File: config.mk
export PLATFORM = sky130hd
export DESIGN_NAME = xxtea_cell
export DESIGN_NICKNAME = d
export VERILOG_FILES = /design/src/hdl/xxtea_pkg.sv /design/src/hdl/xxtea_cell.sv
export SDC_FILE = /design/constraint.sdc
export NUM_CORES = 1
export LEC_CHECK = 0
export ABC_CLOCK_PERIOD_IN_PS = 7900
export BUFFER_PORTS_ARGS = -buffer_cell sky130_fd_sc_hd__buf_2
export CORE_MARGIN = 10
export CORE_UTILIZATION = 45
export CTS_BUF_LIST = sky130_fd_sc_hd__clkbuf_4 sky130_fd_sc_hd__clkbuf_8
export DETAILED_ROUTE_END_ITERATION = 10
export PLACE_DENSITY = 0.71
export SLEW_MARGIN = 10
export SYNTH_ARGS = -nofsm -noshare
export SYNTH_HDL_FRONTEND = slang
export SYNTH_SLANG_ARGS = --single-unit
export TNS_END_PERCENT = 20
File: constraint.sdc
create_clock -name clock -period 7.9 [get_ports clock]
set_input_delay 0.79 -clock clock [delete_from_list [all_inputs] [get_ports clock]]
set_output_delay 0.79 -clock clock [all_outputs]
set_load 0.05 [all_outputs]
File: src/hdl/xxtea_pkg.sv
// Shared types, constants and the round mixing function for the XXTEA pipeline.
package xxtea_pkg;

   localparam logic [31:0] Delta = 32'h9E37_79B9;
   localparam int unsigned DefaultRounds = 19;
   localparam int unsigned WordsPerBlock = 4;
   localparam int unsigned CsrAddrWidth = 4;
   localparam int unsigned CsrDataWidth = 64;

   // Register select, taken from the 8-byte aligned address bit.
   localparam logic RegKeyHigh = 1'b0;
   localparam logic RegKeyLow = 1'b1;

   localparam logic ActEncrypt = 1'b0;
   localparam logic ActDecrypt = 1'b1;

   typedef logic [WordsPerBlock-1:0][31:0] block_type;

   typedef struct packed {
      logic      valid;
      logic      action;
      block_type word;
   } stage_type;

   function automatic logic [31:0] mix(input logic [31:0] y, input logic [31:0] z,
                                       input logic [31:0] sum, input logic [31:0] kw);
      logic [31:0] left;
      logic [31:0] right;
      begin
         left = ((z >> 5) ^ (y << 2)) + ((y >> 3) ^ (z << 4));
         right = (sum ^ y) + (kw ^ z);
         return left ^ right;
      end
   endfunction

endpackage

File: src/hdl/xxtea_cell.sv
// One pipeline cell: a single word update of one XXTEA round, encrypt or decrypt.
module xxtea_cell #(
   parameter int unsigned SLOT = 0,
   parameter logic [31:0] ENC_SUM = 32'h0,
   parameter logic [31:0] DEC_SUM = 32'h0
) (
   input  logic                  clock,
   input  logic                  reset,
   input  logic                  advance,
   input  xxtea_pkg::stage_type  stage_in,
   input  xxtea_pkg::block_type  key_word,
   output xxtea_pkg::stage_type  stage_out
);

   // Encryption walks words 0..3 in a round, decryption walks 3..0.
   localparam logic [1:0] EncPos = 2'(SLOT);
   localparam logic [1:0] DecPos = 2'(3 - SLOT);

   logic [1:0]           pos;
   logic [31:0]          sum;
   logic [31:0]          mixed;
   xxtea_pkg::stage_type stage_in_w;
   logic                 valid_ff;
   logic                 action_ff;
   xxtea_pkg::block_type word_ff;

   always_comb begin
      pos = (stage_in.action == xxtea_pkg::ActDecrypt) ? DecPos : EncPos;
      sum = (stage_in.action == xxtea_pkg::ActDecrypt) ? DEC_SUM : ENC_SUM;
      mixed = xxtea_pkg::mix(stage_in.word[pos + 2'd1], stage_in.word[pos - 2'd1], sum,
                             key_word[pos ^ sum[3:2]]);
      stage_in_w = stage_in;
      if (stage_in.action == xxtea_pkg::ActDecrypt) begin
         stage_in_w.word[pos] = stage_in.word[pos] - mixed;
      end else begin
         stage_in_w.word[pos] = stage_in.word[pos] + mixed;
      end
   end

   always_ff @(posedge clock) begin
      if (reset) begin
         valid_ff <= 1'b0;
      end else if (advance) begin
         valid_ff <= stage_in_w.valid;
      end
   end

   always_ff @(posedge clock) begin
      if (advance) begin
         action_ff <= stage_in_w.action;
         word_ff <= stage_in_w.word;
      end
   end

   assign stage_out = '{valid: valid_ff, action: action_ff, word: word_ff};

endmodule

Yosys cells after proc, flatten, opt, wreduce, memory -nomap -nowiden
Index checks and enable logic that the tools add are counted.
- add/sub/neg operators: 6
- magnitude comparators: 4
- mux-type cells: 14
- bitwise logic cells: 4
- reductions and logical operators: 1
- operators with widths (kind ; number):
    32-bit binary-select mux with 2-bit select ; 4
    128-bit bitwise mux ; 2
    32-bit two-way mux ; 5
    128-bit two-way mux ; 1
    32-bit adder ; 3
    32-bit demux with 2-bit select ; 1
    32-bit bitwise XOR ; 2
    32-bit subtractor ; 1
    27-bit by 32-bit bitwise XOR with 32-bit output ; 1
    29-bit by 32-bit bitwise XOR with 32-bit output ; 1
    2-bit by 3-bit less-than comparator with 1-bit output, second input constant ; 3
    2-bit by 1-bit adder with 2-bit output, second input constant ; 1
    2-bit by 1-bit greater-or-equal comparator with 1-bit output, second input constant ; 1
    2-bit two-way mux ; 1
    2-bit by 1-bit subtractor with 2-bit output, second input constant ; 1
    1-bit logical AND ; 1
- register bits: 130
- input port bits: 261
- output and inout bits: 130
- logic and storage cells: 35

Depth between registers and ports, before layout
- depth in word-level cells: 10
- gate-level depth with buffers: 29

Worst setup path before layout
No wires, ideal clock.
- path type: input -> register
- start point: input stage_in[128] (netlist name)
- end point: register word_ff (netlist bit stage_out[31]), data pin
- setup time: 0.268 ns
- data arrival time: 6.924 ns
- data required time: 7.632 ns
- slack: 0.708 ns
- stages: 26
- cell sequence: clkbuf_1 -> clkbuf_1 -> clkbuf_1 -> buf_1 -> mux2i_1 -> xor2_1 -> ha_1 -> and2_1 -> or4_4 -> a41o_1 -> a311o_1 -> a311o_1 -> a21o_1 -> a21oi_2 -> xnor2_1 -> xnor2_1 -> ha_1 -> clkbuf_1 -> nand2_1 -> o21ai_0 -> a211oi_2 -> o21bai_1 -> a221oi_1 -> o311ai_0 -> and3_1 -> o31ai_2
- RTL lines (element ; line ; RTL):
    from (decl) ; xxtea_cell.sv:10 ; input xxtea_pkg::stage_type stage_in,
    to (signal assigned) ; xxtea_cell.sv:51 ; word_ff <= stage_in_w.word;
    to (decl) ; xxtea_cell.sv:25 ; xxtea_pkg::block_type word_ff;

==> flow_metrics.env <==
export IMPL_viasPerCell=5.564
export IMPL_grt_pass1_wl_um=69830
export IMPL_clock_sinks=130
export IMPL_rsz0062_at_grt="no"
export IMPL_yosys_area_top_type="edfxtp_1"
export IMPL_totalWireLength_um=45440
export IMPL_ys_top_cells_by_count="xnor2_1, a21oi_1, edfxtp_1, ha_1"
export IMPL_num_rows=63
export IMPL_cts_tree="done"
export IMPL_highest_layer="met4"
export IMPL_antenna_found_initial=0
export IMPL_synth_area_sq_um=13680
export IMPL_synth_main_ff_cell="edfxtp_1"
export IMPL_synth_most_common_cell="xnor2_1"
export IMPL_tightest_slew_ns=0.9358
export IMPL_relSlewSlack_pct=36.95
export IMPL_synth_edf_count=129
export IMPL_hold_end="valid_ff"
export IMPL_hp_class="input port to flop"
export IMPL_period_needed_ns=7.094
export IMPL_grt_overflow=0
export IMPL_finalMaxSlewViolations=0
export IMPL_cp_arrival_ns=7.31
export IMPL_end_kind="flop"
export IMPL_core_sq_um=29800
export IMPL_hold_depth=2
export IMPL_dr_wl_met2_um=21000
export IMPL_post_cts_buffers=0
export IMPL_grt_pass1_vias=12440
export IMPL_r2r_slack_ns=7.31
export IMPL_syn_avg_cell_area_sq_um=9.013
export IMPL_async_flop_share_pct=0
export IMPL_rr_worst_depth=2
export IMPL_clk_pin_slew_worst_paths_ns=0.09
export IMPL_drc=0
export IMPL_ys_types=75
export IMPL_synth_net_count=1907
export IMPL_cts_resized=0
export IMPL_nets=2236
export IMPL_timing_final_crit_share_pct=89.79
export IMPL_yosysTopAreaCellShare_pct=28.31
export IMPL_critical_path_peak_fanout=41
export IMPL_drv_cap=0
export IMPL_drt_first_pass_iters=7
export IMPL_io_buffer_count=326
export IMPL_start_util_pct=45.92
export IMPL_met1_length_um=20210
export IMPL_synth_cells=1518
export IMPL_drt_antenna_violating_nets=0
export IMPL_clock_skew_ns=0
export IMPL_synthToLayoutAreaGrowth_pct=19.44
export IMPL_crit_required_ns=8.12
export IMPL_layout_drive_gt1_share_pct=24.78
export IMPL_hp_start="reset"
export IMPL_status="finished clean"
export IMPL_cts_hold_buffers=0
export IMPL_final_hold_violation_count=0
export IMPL_setup_viol=0
export IMPL_nFillCells=2825
export IMPL_vias=12520
export IMPL_path_class="input port to flop"
export IMPL_grt_use_total_pct=23.04
export IMPL_max_freq_mhz=141.0
export IMPL_synth_seq_area_share_pct=28.46
export IMPL_cts_buffers=17
export IMPL_timing_rr_start="valid_ff"
export IMPL_placed_cells=2218
export IMPL_ys_seq_elements=130
export IMPL_cts_path_max_buffers=2
export IMPL_synth_area_leaders="edfxtp_1, ha_1, xnor2_1"
export IMPL_ctsHtreeMaxLevel=4
export IMPL_worst_skew_pair_late_latency_ns=0.46
export IMPL_wl_met3_um=3576
export IMPL_place_congestion=0.9626
export IMPL_yosysWarnings=0
export IMPL_p_leak_nw=7.540
export IMPL_grt_max_degree=84
export IMPL_drt_initial_drc_count=1338
export IMPL_p_per_area_nw_per_um2=424.4
export IMPL_root_buffer="clkbuf_8"
export IMPL_finalSetupTns_ns=0
export IMPL_io_pins=391
export IMPL_dpl_hpwl_um=37410
export IMPL_die_area_sq_um=37780
export IMPL_routedWlPerCell_um=20.19
export IMPL_chipWidth_um=194.4
export IMPL_die_height_um=194.4
export IMPL_startpoint_type="input port"
export IMPL_instances_no_fill=2251
export IMPL_reg2reg_to="valid_ff"
export IMPL_ir_drop_mv=0.1802
## state kept, by name (all words and copies together), names as in the netlist
name / flops
stage_out: 128
action_ff: 1
valid_ff: 1
## per-stage QoR
step                utilization, %  power (mW)  hold WS [ns]  instance area, sq um  worst slack, ns
floorplan                        -       4.975        0.4617                 13680           0.7078
CTS                          54.84       6.883        0.4372                 16340           0.9413
finish                       54.85       6.935        0.4669                 16340           0.8065
global route                 54.84       7.438        0.4441                 16340           0.3604
detailed placement           53.51       6.234        0.4925                 15950           0.4621
global placement             53.51       6.174        0.4672                 15950           0.5330
## logic make-up after synthesis
logic type / Yosys count / share of synthesized area [%]
AOI/OAI and AO/OA: 449 / 20.78
and+or+nand+nor: 308 / 10.66
xor gates and xnor gates: 268 / 17.98
buffers and inverters: 162 / 4.527
DFF: 130 / 28.46
adders and majority gates: 128 / 11.93
muxes: 73 / 5.670
## report_power, final
part / internal (mW) / switching [mW] / total, mW
sequential: 1.04 / 0.0423 / 1.08
clock: 0.316 / 0.290 / 0.607
combinational: 1.96 / 3.28 / 5.25
total: 3.32 / 3.61 / 6.94
## how the worst max path moves through the flow
stage	from	end	slack [ns]	cells past startpoint
after floorplan	stage_in[128]	stage_out[31]	0.71	26
after global placement	stage_in[128]	stage_out[126]	0.53	24
after detailed placement	stage_in[128]	stage_out[126]	0.46	24
after CTS	stage_in[128]	stage_out[126]	0.94	24
after global routing	stage_in[128]	stage_out[127]	0.36	28
final	stage_in[128]	stage_out[31]	0.81	24
## routing by layer
layer / global-route usage, % / vias up
li1: - / 6095
met1: 30.65 / 5914
met2: 37.08 / 478
met4: 6.161 / 0
met5: 0 / -
met3: 4.836 / 37
## critical path: stages
cell and delay (ns):
clkbuf_8 0.20, buf_4 0.28, o21ai_0 0.53, ha_1 0.40, a21oi_1 0.21, a21oi_1 0.13, o211ai_1 0.32, a31oi_2 0.23
a211oi_1 0.58, nor2_1 0.24, a21o_1 0.23, a21oi_1 0.26, xnor2_1 0.12, ha_1 0.40, inv_1 0.12, o21bai_1 0.28
a31oi_1 0.17, o21ai_0 0.25, a211oi_2 0.09, o21bai_1 0.30, a221oi_1 0.19, o311ai_0 0.65, and3_1 0.26, o31ai_2 0.06
## placed cells by master (no fill, tap or decap), drive strengths merged, types with 5 or more instances in the layout
master  instances
nor2           78
o21a            6
mux2i          37
edfxtp        129
inv            95
ha            124
a211oi         11
nand3          18
a311o           6
xnor2         159
xnor3           6
mux2           36
a21boi         17
buf           375
a21oi         140
nand2b         13
nand2         104
and3           16
or3            13
o31ai           6
clkinv          5
xor2          101
nor4            5
a31oi          16
o211ai          9
nor2b          16
a211o           5
o31a            5
clkbuf         26
a21o           58
o21ai         109
nand4           9
nor3           14
and2            5
o21bai         28
## cell type report
class	count	area, sq um	area share (%)
multi-input combinational	1226	9169	56.11
sequential	130	3894	23.83
timing repair buffer	376	2034	12.45
tap	390	488.0	2.986
inverter	96	360.3	2.205
clock buffer	25	306.5	1.876
clock inverter	7	87.58	0.5359
antenna	1	2.502	0.01531
(Power assumes the default switching activity.)
